[src/sv/lrnp_pkg.sv]
package lrnp_pkg;

  localparam int CAPACITY    = 1024;
  localparam int IDX_W       = 10;
  localparam int CNT_W       = 11;
  localparam int DATA_W      = 32;
  localparam int OP_W        = 3;
  localparam int GROW_STEP   = 1024;
  localparam int MIN_COUNT   = 2;
  localparam int RESET_COUNT = 2;

  // operation codes
  localparam logic [OP_W-1:0] OP_NEW     = 3'd0;
  localparam logic [OP_W-1:0] OP_LINK    = 3'd1;
  localparam logic [OP_W-1:0] OP_UNLINK  = 3'd2;
  localparam logic [OP_W-1:0] OP_DISMISS = 3'd3;
  localparam logic [OP_W-1:0] OP_READ    = 3'd4;

  typedef enum logic [4:0] {
    DP_NOP,
    DP_LATCH,
    DP_CLR_STEP,
    DP_SCAN_STEP,
    DP_GROW_START,
    DP_ALLOC_FOUND,
    DP_ALLOC_GROW,
    DP_LINK_RD,
    DP_LINK_W1,
    DP_LINK_W2,
    DP_UNL_RD,
    DP_UNL_W1,
    DP_UNL_W2,
    DP_DISMISS,
    DP_REPORT_RD,
    DP_OUT_LOAD,
    DP_OUT_FULL,
    DP_OUT_ZERO
  } dp_step_t;

  typedef enum logic [3:0] {
    S_CLEAR,
    S_IDLE,
    S_SCAN,
    S_GROW,
    S_ALLOC_GROW,
    S_LINK_RD,
    S_LINK_W1,
    S_LINK_W2,
    S_UNL_RD,
    S_UNL_W1,
    S_UNL_W2,
    S_DISMISS,
    S_REPORT,
    S_OUT,
    S_FULL,
    S_BAD
  } ctl_state_t;

  typedef struct packed {
    dp_step_t step;
    logic     in_ready;
  } dp_cmd_t;

  typedef struct packed {
    logic            found;
    logic            exhausted;
    logic            at_cap;
    logic            clr_done;
    logic            out_busy;
    logic [OP_W-1:0] op_in;
  } dp_status_t;

endpackage

[src/sv/lrnp_ctrl.sv]
module lrnp_ctrl (
  input  logic                  clk,
  input  logic                  rst,
  input  logic                  cfg_we,
  input  logic                  req_valid,
  input  lrnp_pkg::dp_status_t  st,
  output lrnp_pkg::dp_cmd_t     cmd
);

  lrnp_pkg::ctl_state_t state, state_next;

  always_ff @(posedge clk) begin
    if (rst) begin
      state <= lrnp_pkg::S_CLEAR;
    end else begin
      state <= state_next;
    end
  end

  always_comb begin
    state_next   = state;
    cmd.step     = lrnp_pkg::DP_NOP;
    cmd.in_ready = 1'b0;
    if (cfg_we) begin
      state_next = lrnp_pkg::S_CLEAR;
    end else begin
      case (state)
        lrnp_pkg::S_CLEAR: begin
          cmd.step = lrnp_pkg::DP_CLR_STEP;
          if (st.clr_done) begin
            state_next = lrnp_pkg::S_IDLE;
          end
        end
        lrnp_pkg::S_IDLE: begin
          cmd.in_ready = 1'b1;
          if (req_valid) begin
            cmd.step = lrnp_pkg::DP_LATCH;
            case (st.op_in)
              lrnp_pkg::OP_NEW:     state_next = lrnp_pkg::S_SCAN;
              lrnp_pkg::OP_LINK:    state_next = lrnp_pkg::S_LINK_RD;
              lrnp_pkg::OP_UNLINK:  state_next = lrnp_pkg::S_UNL_RD;
              lrnp_pkg::OP_DISMISS: state_next = lrnp_pkg::S_DISMISS;
              lrnp_pkg::OP_READ:    state_next = lrnp_pkg::S_REPORT;
              default:              state_next = lrnp_pkg::S_BAD;
            endcase
          end
        end
        lrnp_pkg::S_SCAN: begin
          if (st.found) begin
            cmd.step   = lrnp_pkg::DP_ALLOC_FOUND;
            state_next = lrnp_pkg::S_REPORT;
          end else if (st.exhausted) begin
            if (st.at_cap) begin
              state_next = lrnp_pkg::S_FULL;
            end else begin
              cmd.step   = lrnp_pkg::DP_GROW_START;
              state_next = lrnp_pkg::S_GROW;
            end
          end else begin
            cmd.step = lrnp_pkg::DP_SCAN_STEP;
          end
        end
        lrnp_pkg::S_GROW: begin
          cmd.step = lrnp_pkg::DP_CLR_STEP;
          if (st.clr_done) begin
            state_next = lrnp_pkg::S_ALLOC_GROW;
          end
        end
        lrnp_pkg::S_ALLOC_GROW: begin
          cmd.step   = lrnp_pkg::DP_ALLOC_GROW;
          state_next = lrnp_pkg::S_REPORT;
        end
        lrnp_pkg::S_LINK_RD: begin
          cmd.step   = lrnp_pkg::DP_LINK_RD;
          state_next = lrnp_pkg::S_LINK_W1;
        end
        lrnp_pkg::S_LINK_W1: begin
          cmd.step   = lrnp_pkg::DP_LINK_W1;
          state_next = lrnp_pkg::S_LINK_W2;
        end
        lrnp_pkg::S_LINK_W2: begin
          cmd.step   = lrnp_pkg::DP_LINK_W2;
          state_next = lrnp_pkg::S_REPORT;
        end
        lrnp_pkg::S_UNL_RD: begin
          cmd.step   = lrnp_pkg::DP_UNL_RD;
          state_next = lrnp_pkg::S_UNL_W1;
        end
        lrnp_pkg::S_UNL_W1: begin
          cmd.step   = lrnp_pkg::DP_UNL_W1;
          state_next = lrnp_pkg::S_UNL_W2;
        end
        lrnp_pkg::S_UNL_W2: begin
          cmd.step   = lrnp_pkg::DP_UNL_W2;
          state_next = lrnp_pkg::S_REPORT;
        end
        lrnp_pkg::S_DISMISS: begin
          cmd.step   = lrnp_pkg::DP_DISMISS;
          state_next = lrnp_pkg::S_REPORT;
        end
        lrnp_pkg::S_REPORT: begin
          cmd.step   = lrnp_pkg::DP_REPORT_RD;
          state_next = lrnp_pkg::S_OUT;
        end
        lrnp_pkg::S_OUT: begin
          if (!st.out_busy) begin
            cmd.step   = lrnp_pkg::DP_OUT_LOAD;
            state_next = lrnp_pkg::S_IDLE;
          end
        end
        lrnp_pkg::S_FULL: begin
          if (!st.out_busy) begin
            cmd.step   = lrnp_pkg::DP_OUT_FULL;
            state_next = lrnp_pkg::S_IDLE;
          end
        end
        lrnp_pkg::S_BAD: begin
          if (!st.out_busy) begin
            cmd.step   = lrnp_pkg::DP_OUT_ZERO;
            state_next = lrnp_pkg::S_IDLE;
          end
        end
        default: begin
          state_next = lrnp_pkg::S_CLEAR;
        end
      endcase
    end
  end

endmodule

[config.mk]
export PLATFORM = sky130hd
export DESIGN_NAME = lrnp_ctrl
export DESIGN_NICKNAME = d
export VERILOG_FILES = /design/src/sv/lrnp_pkg.sv /design/src/sv/lrnp_ctrl.sv
export SDC_FILE = /design/constraint.sdc
export NUM_CORES = 1
export LEC_CHECK = 0
export ABC_AREA = 0
export BUFFER_PORTS_ARGS = -buffer_cell sky130_fd_sc_hd__clkbuf_2
export CAP_MARGIN = 20
export CORE_MARGIN = 5
export CORE_UTILIZATION = 30
export CTS_CLUSTER_SIZE = 40
export DETAILED_ROUTE_END_ITERATION = 6
export GPL_TIMING_DRIVEN = 0
export HOLD_SLACK_MARGIN = 0.06
export SLEW_MARGIN = 20
export SYNTH_ARGS = -nofsm -noshare
export SYNTH_HDL_FRONTEND = slang
export SYNTH_SLANG_ARGS = --single-unit
[constraint.sdc]
create_clock -name clk -period 1.7 [get_ports clk]
set_input_delay 0.17 -clock clk [delete_from_list [all_inputs] [get_ports clk]]
set_output_delay 0.17 -clock clk [all_outputs]
set_load 0.1 [all_outputs]
After elaboration in Yosys (flattened, before gate mapping)
Cells that the tools add are included.
Word-level totals
  register bits after elaboration: 4
  output and inout bits: 6
  word-level logic and storage cells: 51
Cells by class
  eq/ne operators: 24
  muxes and demuxes: 19
  reductions and logical operators: 7
Operators with widths (count)
  5-bit case mux with 15 select lines: 1
  4-bit case mux with 11 select lines: 1
  4-bit == test, second input constant: 8
  4-bit two-way mux: 8
  5-bit two-way mux: 4
  4-bit case mux with 5 select lines: 1
  4-bit by 3-bit == test with 1-bit output, second input constant: 4
  4-bit by 2-bit == test with 1-bit output, second input constant: 2
  2-bit inequality test, second input constant: 4
  3-bit by 2-bit == test with 1-bit output, second input constant: 2
  6-bit two-way mux: 1
  5-bit AND reduction: 1
  4-bit by 1-bit == test with 1-bit output, second input constant: 1
  4-bit logical NOT: 1
  2-bit OR reduction: 2
  4-bit OR reduction: 1
  3-bit by 1-bit == test with 1-bit output, second input constant: 1
  3-bit == test, second input constant: 1
  3-bit logical NOT: 1
  3-bit two-way mux: 1
  3-bit inequality test, second input constant: 1
  3-bit OR reduction: 1
  1-bit two-way mux: 2

Depth between registers and ports, before layout
Gate-level depths: netlist (run 1).
  depth in word-level cells: 5
  depth in mapped cells: 6
  mapped depth without buffers: 4

Least setup slack after synthesis (run 1)
No wires, ideal clock.
  kind: reg2out
  start: register state[2]
  end: output cmd[5] (netlist name)
  arrival: 3.475 ns
  required time: 1.530 ns
  slack: -1.945 ns
  cell stages (with the launch flop): 5
  path buffers: 2
  cell sequence: dfxtp_1 -> buf_6 -> buf_4 -> nand2_1 -> nor4_1
RTL lines
  from (decl): RTL line lrnp_ctrl.sv:10  | lrnp_pkg::ctl_state_t state, state_next;
  from (signal assigned): RTL line lrnp_ctrl.sv:14  | state <= lrnp_pkg::S_CLEAR;
  from (signal assigned): RTL line lrnp_ctrl.sv:16  | state <= state_next;
  to (decl): RTL line lrnp_ctrl.sv:7  | output lrnp_pkg::dp_cmd_t cmd

==> results of run 1 <==
path summary, 6_finish.rpt:
path	from	end
max	state[0]	cmd[1]
min	rst	state[0]
max reg2reg	state[2]	state[3]
min reg2reg	state[1]	state[1]
layer usage:
layer | track usage, % | wire length (um)
met4 | 3.05 | 0
met3 | 3.48 | 92
met5 | 0 | 0
met1 | 16.1 | 880
met2 | 22.0 | 1010
kinds of logic (layout without fill, tap and decap cells):
group	Yosys count	in the layout	synth area share, %
multiplexers	1	1	1.58
AO/OA/AOI/OAI	35	35	38.5
AND/OR/NAND/NOR	35	35	33.2
flip-flops	4	4	12.6
buffers and inverters	13	37	12.6
XOR/XNOR	1	1	1.38
layout make-up:
cell class / instances / area (sq um) / area share, %
Clock buffer: 3 / 22.5 / 2.21
Timing Repair Buffer: 22 / 219 / 21.4
Sequential cell: 4 / 81.3 / 7.97
Buffer: 7 / 67.6 / 6.62
Multi-Input combinational cell: 72 / 578 / 56.6
Tap cell: 27 / 33.8 / 3.31
Inverter: 5 / 18.8 / 1.84
placed cells by master, fill, tap and decap left out, types with 3 or more instances in the layout:
master and n:
nor2_1 9, nand2_1 4, inv_1 4, o211ai_1 3, buf_4 7, clkbuf_2 11, o21ai_0 3, dfxtp_1 3
a21o_1 3, clkbuf_4 4, a22oi_1 3, buf_6 5, o21ai_1 4, nand3_1 3, clkbuf_16 3
power breakdown:
group / switching [uW] / leakage (uW) / internal, uW
sequential: 0.755 / 0.0000329 / 96.4
clock: 36.7 / 0.0000138 / 78.8
combinational: 96.5 / 0.000346 / 65.1
total: 134 / 0.000392 / 240
worst max-delay path: stages, from the launching register on:
cell	delay, ps
dfxtp_1	290
clkbuf_4	180
nor4b_4	290
a21boi_2	220
a21oi_2	50
nor3_4	140
clkbuf_16	230
per-stage QoR:
| stage | setup slack, ps | hold WS (ps) | total power [uW] |
|---|---|---|---|
| after floorplan | -221 | 389 | 191 |
| after global placement | -153 | 514 | 231 |
| after detailed placement | -164 | 520 | 231 |
| after CTS | -116 | 275 | 374 |
| after global routing | -180 | 302 | 398 |
| final | -116 | 286 | 374 |
timing repair:
item,CTS,global route
endpoints found under the setup margin,6,8
hold buffers,0,0
setup buffers,4,1
resized for setup,27,12
pin swaps,4,1
==> flow_results.org, run 1 <==
** Outcome
- Outcome :: finished, violations left
- The final reports fail on negative setup slack.

** Detailed routing
- Once detail routing completed, the nets flagged for antenna violations numbered 0.
- Vias per cell :: 5.48
- The final route contains 767 vias.
- Post-Route WL :: 1.99 mm
- In the routed design, unresolved DRC markers number 0.
- Number of detailed-route iterations in the first pass :: 5
- Count of routing violations after the opening detailed-route iteration :: 24
- Dividing the detail-routed wire length by the instance count gives 14.2 um.

** Global routing
- The via count of the first global-routing pass is 751.
- The initial antenna violation count was 0.
- For this run, the total global-route usage over all layers was measured as 12.9%.
- The first global-routing pass estimated 3.35 mm of wire.
- GRT Residual Overflow :: 0
- Entering global routing, the biggest net connects 11 pins.

** Logic synthesis
- Yosys printed 0 warnings.
- Post-synthesis instance area :: 633 sq um
- The netlist uses 39 different library cells.
- By area the synthesized netlist is led by dfxtp_1 (13%), nor2_1 (6.5%), buf_6 (5.3%).
- EDFF count, synth :: 0
- The biggest area contributor in the post-synthesis netlist is dfxtp_1.
- Cell types with the highest counts after synthesis :: nor2_1 (11), a21oi_1 (6), o21ai_0 (6)
- Seq cells post-synth :: 4
- Most used flip-flop cell after synthesis :: dfxtp_1
- By instance count, the leading cell after synthesis is nor2_1.
- Cells after Synth :: 89
- The top cell type by area accounts for 12.6% of the synthesized area.
- The number of nets handed over by synthesis was 101.
- Share of synthesized flip-flops with an asynchronous set or reset :: 0%
- After synthesis, flip-flops and latches occupy 12.6% of the total area.
- In this run the mean area of a mapped cell was 7.11 sq um.

** Power
- The analysis attributes to cell leakage a power of 0.000392 uW.
- The worst-case IR drop observed on VDD is 0.000320 V.
- Power per cell area :: 366 mW/mm^2

** Final layout
- Count of filler cells inserted in the layout :: 181
- Cells fill 51.5% of the core in the end.
- The area growth from synthesis to layout is 61.3%.
- The register with the most flip-flops in the layout has 4 of them.
- In the final layout, the share of cells above drive strength 1 is 46.0%.
- At the end of the flow, the number of nets in the layout was 127.
- The register with the most flip-flops in the final layout is state.
- After routing the design area is 0.00102 sq mm.
- Registers with the most flip-flops :: state (4)
- The count of cells in the finished layout, fillers not included, comes to 140.
- The number of antenna diodes in the final layout is 0.

** CTS
- Number of buffers created by CTS :: 3
- Clock-pin slew was measured on the worst setup and hold paths at 30 ps.
- Clock tree synthesis found a total of 4 sinks.
- In this run the clock root is driven by a clkbuf_4.
- TritonCTS built the clock tree.
- For the worst-skew pair, the clock arrives at the later sink with an insertion delay of 230 ps.
- The clock passes through at most 2 buffers.
- Htree depth :: 1

** Placement
- After detailed placement, the total cell area comes to 820 sq um.
- Total instance count after detailed placement :: 133
- The wire-length estimate of the detail-placed layout is 1.40 mm.
- Placer congestion estimate :: 0.845
- Number of buffers added on ports :: 17

** Timing
- In the final timing run, aggregate negative setup slack is -229 ps.
- Setup violations remaining at the end of the flow were counted as 3.
- Post-Route Skew :: 3.28 ps
- Number of failing hold endpoints at the final stage :: 0
- Setup repair after global routing could not meet its margin everywhere.
- The smallest clock period supported by the final layout is computed as 1820 ps.
- The number of max-slew violations in the final report was 0.
- Worst setup slack after layout :: -116 ps
- For the pin with the worst max-slew slack, the measured transition is 398 ps.
- Upper clock frequency limit :: 551 MHz
- The worst pin sits at a relative slew slack of 72.8%.
- Final critical-path share of the clock period :: 107%

** Critical path
- In this run the worst path has a maximum fanout of 9.
- Required time at the endpoint of the critical path :: 1530 ps
- The number of cells on the worst reg-to-reg path is 6.
- The worst setup path is captured at an output pin.
- Data on the critical path arrives at its endpoint at 1650 ps.
- The setup check on the worst reg-to-reg path leaves a slack of 160 ps.
- The critical path is of the reg2out type.
- The worst setup path is launched from a flop.

** Die
- After floorplanning, the core was divided into 16 placement rows.
- The region available for standard cell placement spans 0.00198 sq mm.
- Once the floorplan was initialized, standard cells occupied 31.9% of the core.
- Area of the die :: 0.00313 sq mm
- Vert. Die Dim :: 55.9 um
- In this run the count of I/O pins placed on the die edge is 18.
- The die is 55.9 um wide.

** Job
- MaxCap Viol Count :: 0

** Hold path
- Class of the tightest hold or removal check :: in2reg
- Counting instances, the worst hold path has a depth of 3.
Note: power is estimated with default switching activity, not from simulation.
==> run 2: changes to the inputs <==
--- a/config.mk
+++ b/config.mk
@@ -15,4 +15,5 @@
 export GPL_TIMING_DRIVEN = 0
 export HOLD_SLACK_MARGIN = 0.06
+export SETUP_SLACK_MARGIN = 0.02
 export SLEW_MARGIN = 20
 export SYNTH_ARGS = -nofsm -noshare
==> constraint.sdc (replaced) <==
create_clock -name clk -period 1.7 [get_ports clk]
set_input_delay 0.17 -clock clk [delete_from_list [all_inputs] [get_ports clk]]
set_output_delay 0.17 -clock clk [all_outputs]
set_load 0.05 [all_outputs]
==> run 2 against run 1 <==
The flow still finishes with violations (negative setup slack); final cell count increased by 4.3%; sequential share of layout area is 0.47 points higher; sequential power shrank 1%; via count increased by 7.3%; worst setup slack better by 100 ps; clock power hardly changed; sequential cell count stayed put; die area is the same; fmax rose by 6.1%; global-route usage up 0.28 points; highest routed layer unchanged.
==> flow_results.org, run 2 (same netlist as run 1, synthesis figures left out) <==
** Job
- The number of max-cap violations came to 0 (unchanged).

** Placement
- Worst setup slack before clock tree synthesis :: 32.3 ps (was -164 ps)
- The estimated wirelength of the detail-placed design is 1.38 mm (was 1.40 mm).
- The number of buffers added on ports is 17 (unchanged).
- Placer congestion estimate :: 0.833 (was 0.845)

** Critical path
- The startpoint-to-endpoint class of the critical path was reg2out (unchanged).
- The critical path capture point type was an output pin (unchanged).
- The critical-path maximum fanout is 6 (was 9).
- Endpoint arrival time on the critical path :: 1540 ps (was 1650 ps)
- The kind of launch point of the worst setup path was a flop (unchanged).
- The maximum cell stage delay along the critical path is 400 ps (was 290 ps).
- Chain of cells forming the critical path :: buf_6 > buf_8 > or3_4 > nor3b_2 > clkbuf_8 (was clkbuf_4 > nor4b_4 > a21boi_2 > a21oi_2 > nor3_4 > clkbuf_16)
- The required time of the critical path was 1530 ps (about the same).
- The slowest cell on the critical path was or3_4 (was dfxtp_1).

** Timing
- Number of setup violations in the final report :: 2 (was 3)
- The minimum period implied by the final worst setup slack is 1710 ps (was 1820 ps).
- The number of max-slew violations in the final report came to 0 (unchanged).
- Post-Route Skew :: 5.02 ps (was 3.28 ps)
- The final worst-path setup slack came to -11.1 ps (was -116 ps).
- Slew of the pin with the lowest slew margin :: 384 ps (was 398 ps)
- Setup repair after global routing missed its margin: true (unchanged).
- Headroom to the max-slew limit :: 73.7% (was 72.8%)
- The hold slack is 285 ps (was 286 ps).
- Number of failing hold endpoints at the final stage :: 0 (unchanged)
- Upper clock frequency limit :: 584 MHz (was 551 MHz)
- The period utilization is 101% (was 107%).

** Outcome
- Outcome: finished, violations left (unchanged).
- Violations in the final reports: negative setup slack (unchanged).

** Die
- Core outline area :: 0.00198 sq mm (unchanged)
- The starting density of the core was 31.9% (unchanged).
- Vert. Die Dim :: 55.9 um (unchanged)
- Area of the die :: 0.00313 sq mm (unchanged)
- Top-level port count :: 18 (unchanged)
- Die outline width :: 55.9 um (unchanged)
- The placement row count came to 16 (unchanged).

** Final layout
- The flip-flop count of the largest register, all copies and words added was 4 (unchanged).
- Registers with the most flip-flops: state (4) (unchanged).
- Register with the highest flop count :: state (unchanged)
- Most frequent cells in the layout: buf_4 (12), clkbuf_2 (11), nor2_1 (9) (was clkbuf_2 (11), nor2_1 (9), buf_4 (7)).
- The most common library cell in the layout ignoring fill and taps was buf_4 (was clkbuf_2).
- The synthesis-to-layout area growth is 56.9% (was 61.3%).
- The share of layout cells above drive strength 1 came to 47.9% (was 46.0%).
- Number of diodes :: 0 (unchanged)
- The total number of nets in the final design was 133 (was 127).

** Detailed routing
- Number of nets with antenna violations after routing :: 0 (unchanged)
- The final routed wire length divided by cell count is 14.2 um (about the same).
- The sum of met3 wire segment lengths after detailed routing is 129 um (was 92 um).
- The wire length after detailed routing came to 2.07 mm (was 1.99 mm).
- Number of detailed-route iterations in the first pass :: 4 (was 5)
- Routed metal-1 wire length :: 902 um (was 880 um)
- Count of routing violations after the opening detailed-route iteration :: 55 (was 24)
- Top layer in use :: met3 (unchanged)
- Via count :: 823 (was 767)
- Number of design rule violations left after detail routing :: 0 (unchanged)
- The sum of met2 wire segment lengths after detailed routing is 1.04 mm (was 1.01 mm).
- The average vias per placed instance came to 5.64 (was 5.48).

** Global routing
- Wire length of the first global-routing pass :: 3.49 mm (was 3.35 mm)
- The overall track demand over capacity in global routing is 13.2% (was 12.9%).
- GRT Residual Overflow :: 0 (unchanged)
- Largest net degree at the start of global routing :: 11 (unchanged)
- Number of global-route vias before repair :: 767 (was 751)
- Initial antenna violation count :: 0 (unchanged)

** CTS
- The clock latency on the worst-skew pair came to 230 ps (about the same).
- Htree depth :: 1 (unchanged)
- CTS hold repair buffers :: 0 (unchanged)
- Number of buffers created by CTS :: 3 (unchanged)
- The clock transition at the registers of the reported paths is 40 ps (was 30 ps).
- CTS root buffer :: clkbuf_4 (unchanged)
- Clock buffer depth :: 2 (unchanged)
- Clock sinks :: 4 (unchanged)
- TritonCTS clock tree :: done (unchanged)

** Hold path
- Class of the tightest hold or removal check :: in2reg (unchanged)

** Power
- The power per cell area was 352 mW/mm^2 (was 366 mW/mm^2).
- The overall power after layout was 349 uW (was 374 uW).
- The worst IR drop on VDD was 0.000214 V (was 0.000320 V).
- The leakage power total came to 0.000401 uW (was 0.000392 uW).
==> run 2: cell count changes in the layout (fill, tap and decap cells not counted), sizes merged <==
| cell | before | now |
|---|---|---|
| buf | 14 | 21 |
| clkbuf | 18 | 17 |
==> run 2: critical path: cells and delay by family, from the launching register on <==
| kind | cells | cell delay, ps |
|---|---|---|
| buffers and inverters | 3 | 440 |
| DFF | 1 | 300 |
| and+or+nand+nor | 2 | 570 |
==> run 2: final cells by class <==
| class | instances | area, sq um |
|---|---|---|
| fillers | 175 | 988 |
| clock buffers | 3 | 22.5 |
| inverters | 5 | 18.8 |
| well taps | 27 | 33.8 |
| plain buffers | 7 | 78.8 |
| flip-flops and latches | 4 | 83.8 |
| multi-input cells | 72 | 548 |
| repair buffers | 28 | 208 |
==> run 2: path summary, 6_finish.rpt <==
path	cells past startpoint	to	slack (ps)	from
setup reg to reg	6	state[1]	120	state[2]
setup / recovery	5	cmd[2]	-10	state[2]
hold reg to reg	4	state[1]	730	state[1]
hold / removal	3	state[0]	290	rst
==> run 2: through the flow <==
step                      util [%]  TNS (ps)  cell area, sq um  std cells
after global placement        39.6         0               785        133
after floorplan                  -         0               666         89
after detailed placement      39.6         0               785        133
after CTS                     46.2      -104               916        141
final                         50.1     -13.5               993        146
after global routing          50.1      -223               993        146
==> run 2: power breakdown <==
part	total, uW	switching [uW]	internal, uW
registers	95.8	0.960	94.9
clock network	114	35.0	78.7
logic	140	80.3	59.7
total	349	116	233
==> run 2: repair_timing <==
item / 4_1_cts / 5_1_grt
resized for setup: 19 / 18
setup buffers: 5 / 6
endpoints found under the setup margin: 5 / 6
pin swaps: 4 / 4
==> run 2: layer usage <==
| metal | vias up | track usage [%] |
|---|---|---|
| met5 | - | 0 |
| met4 | 0 | 2.03 |
| met2 | 27 | 22.1 |
| met3 | 0 | 3.25 |
| li1 | 401 | - |
| met1 | 395 | 17.3 |
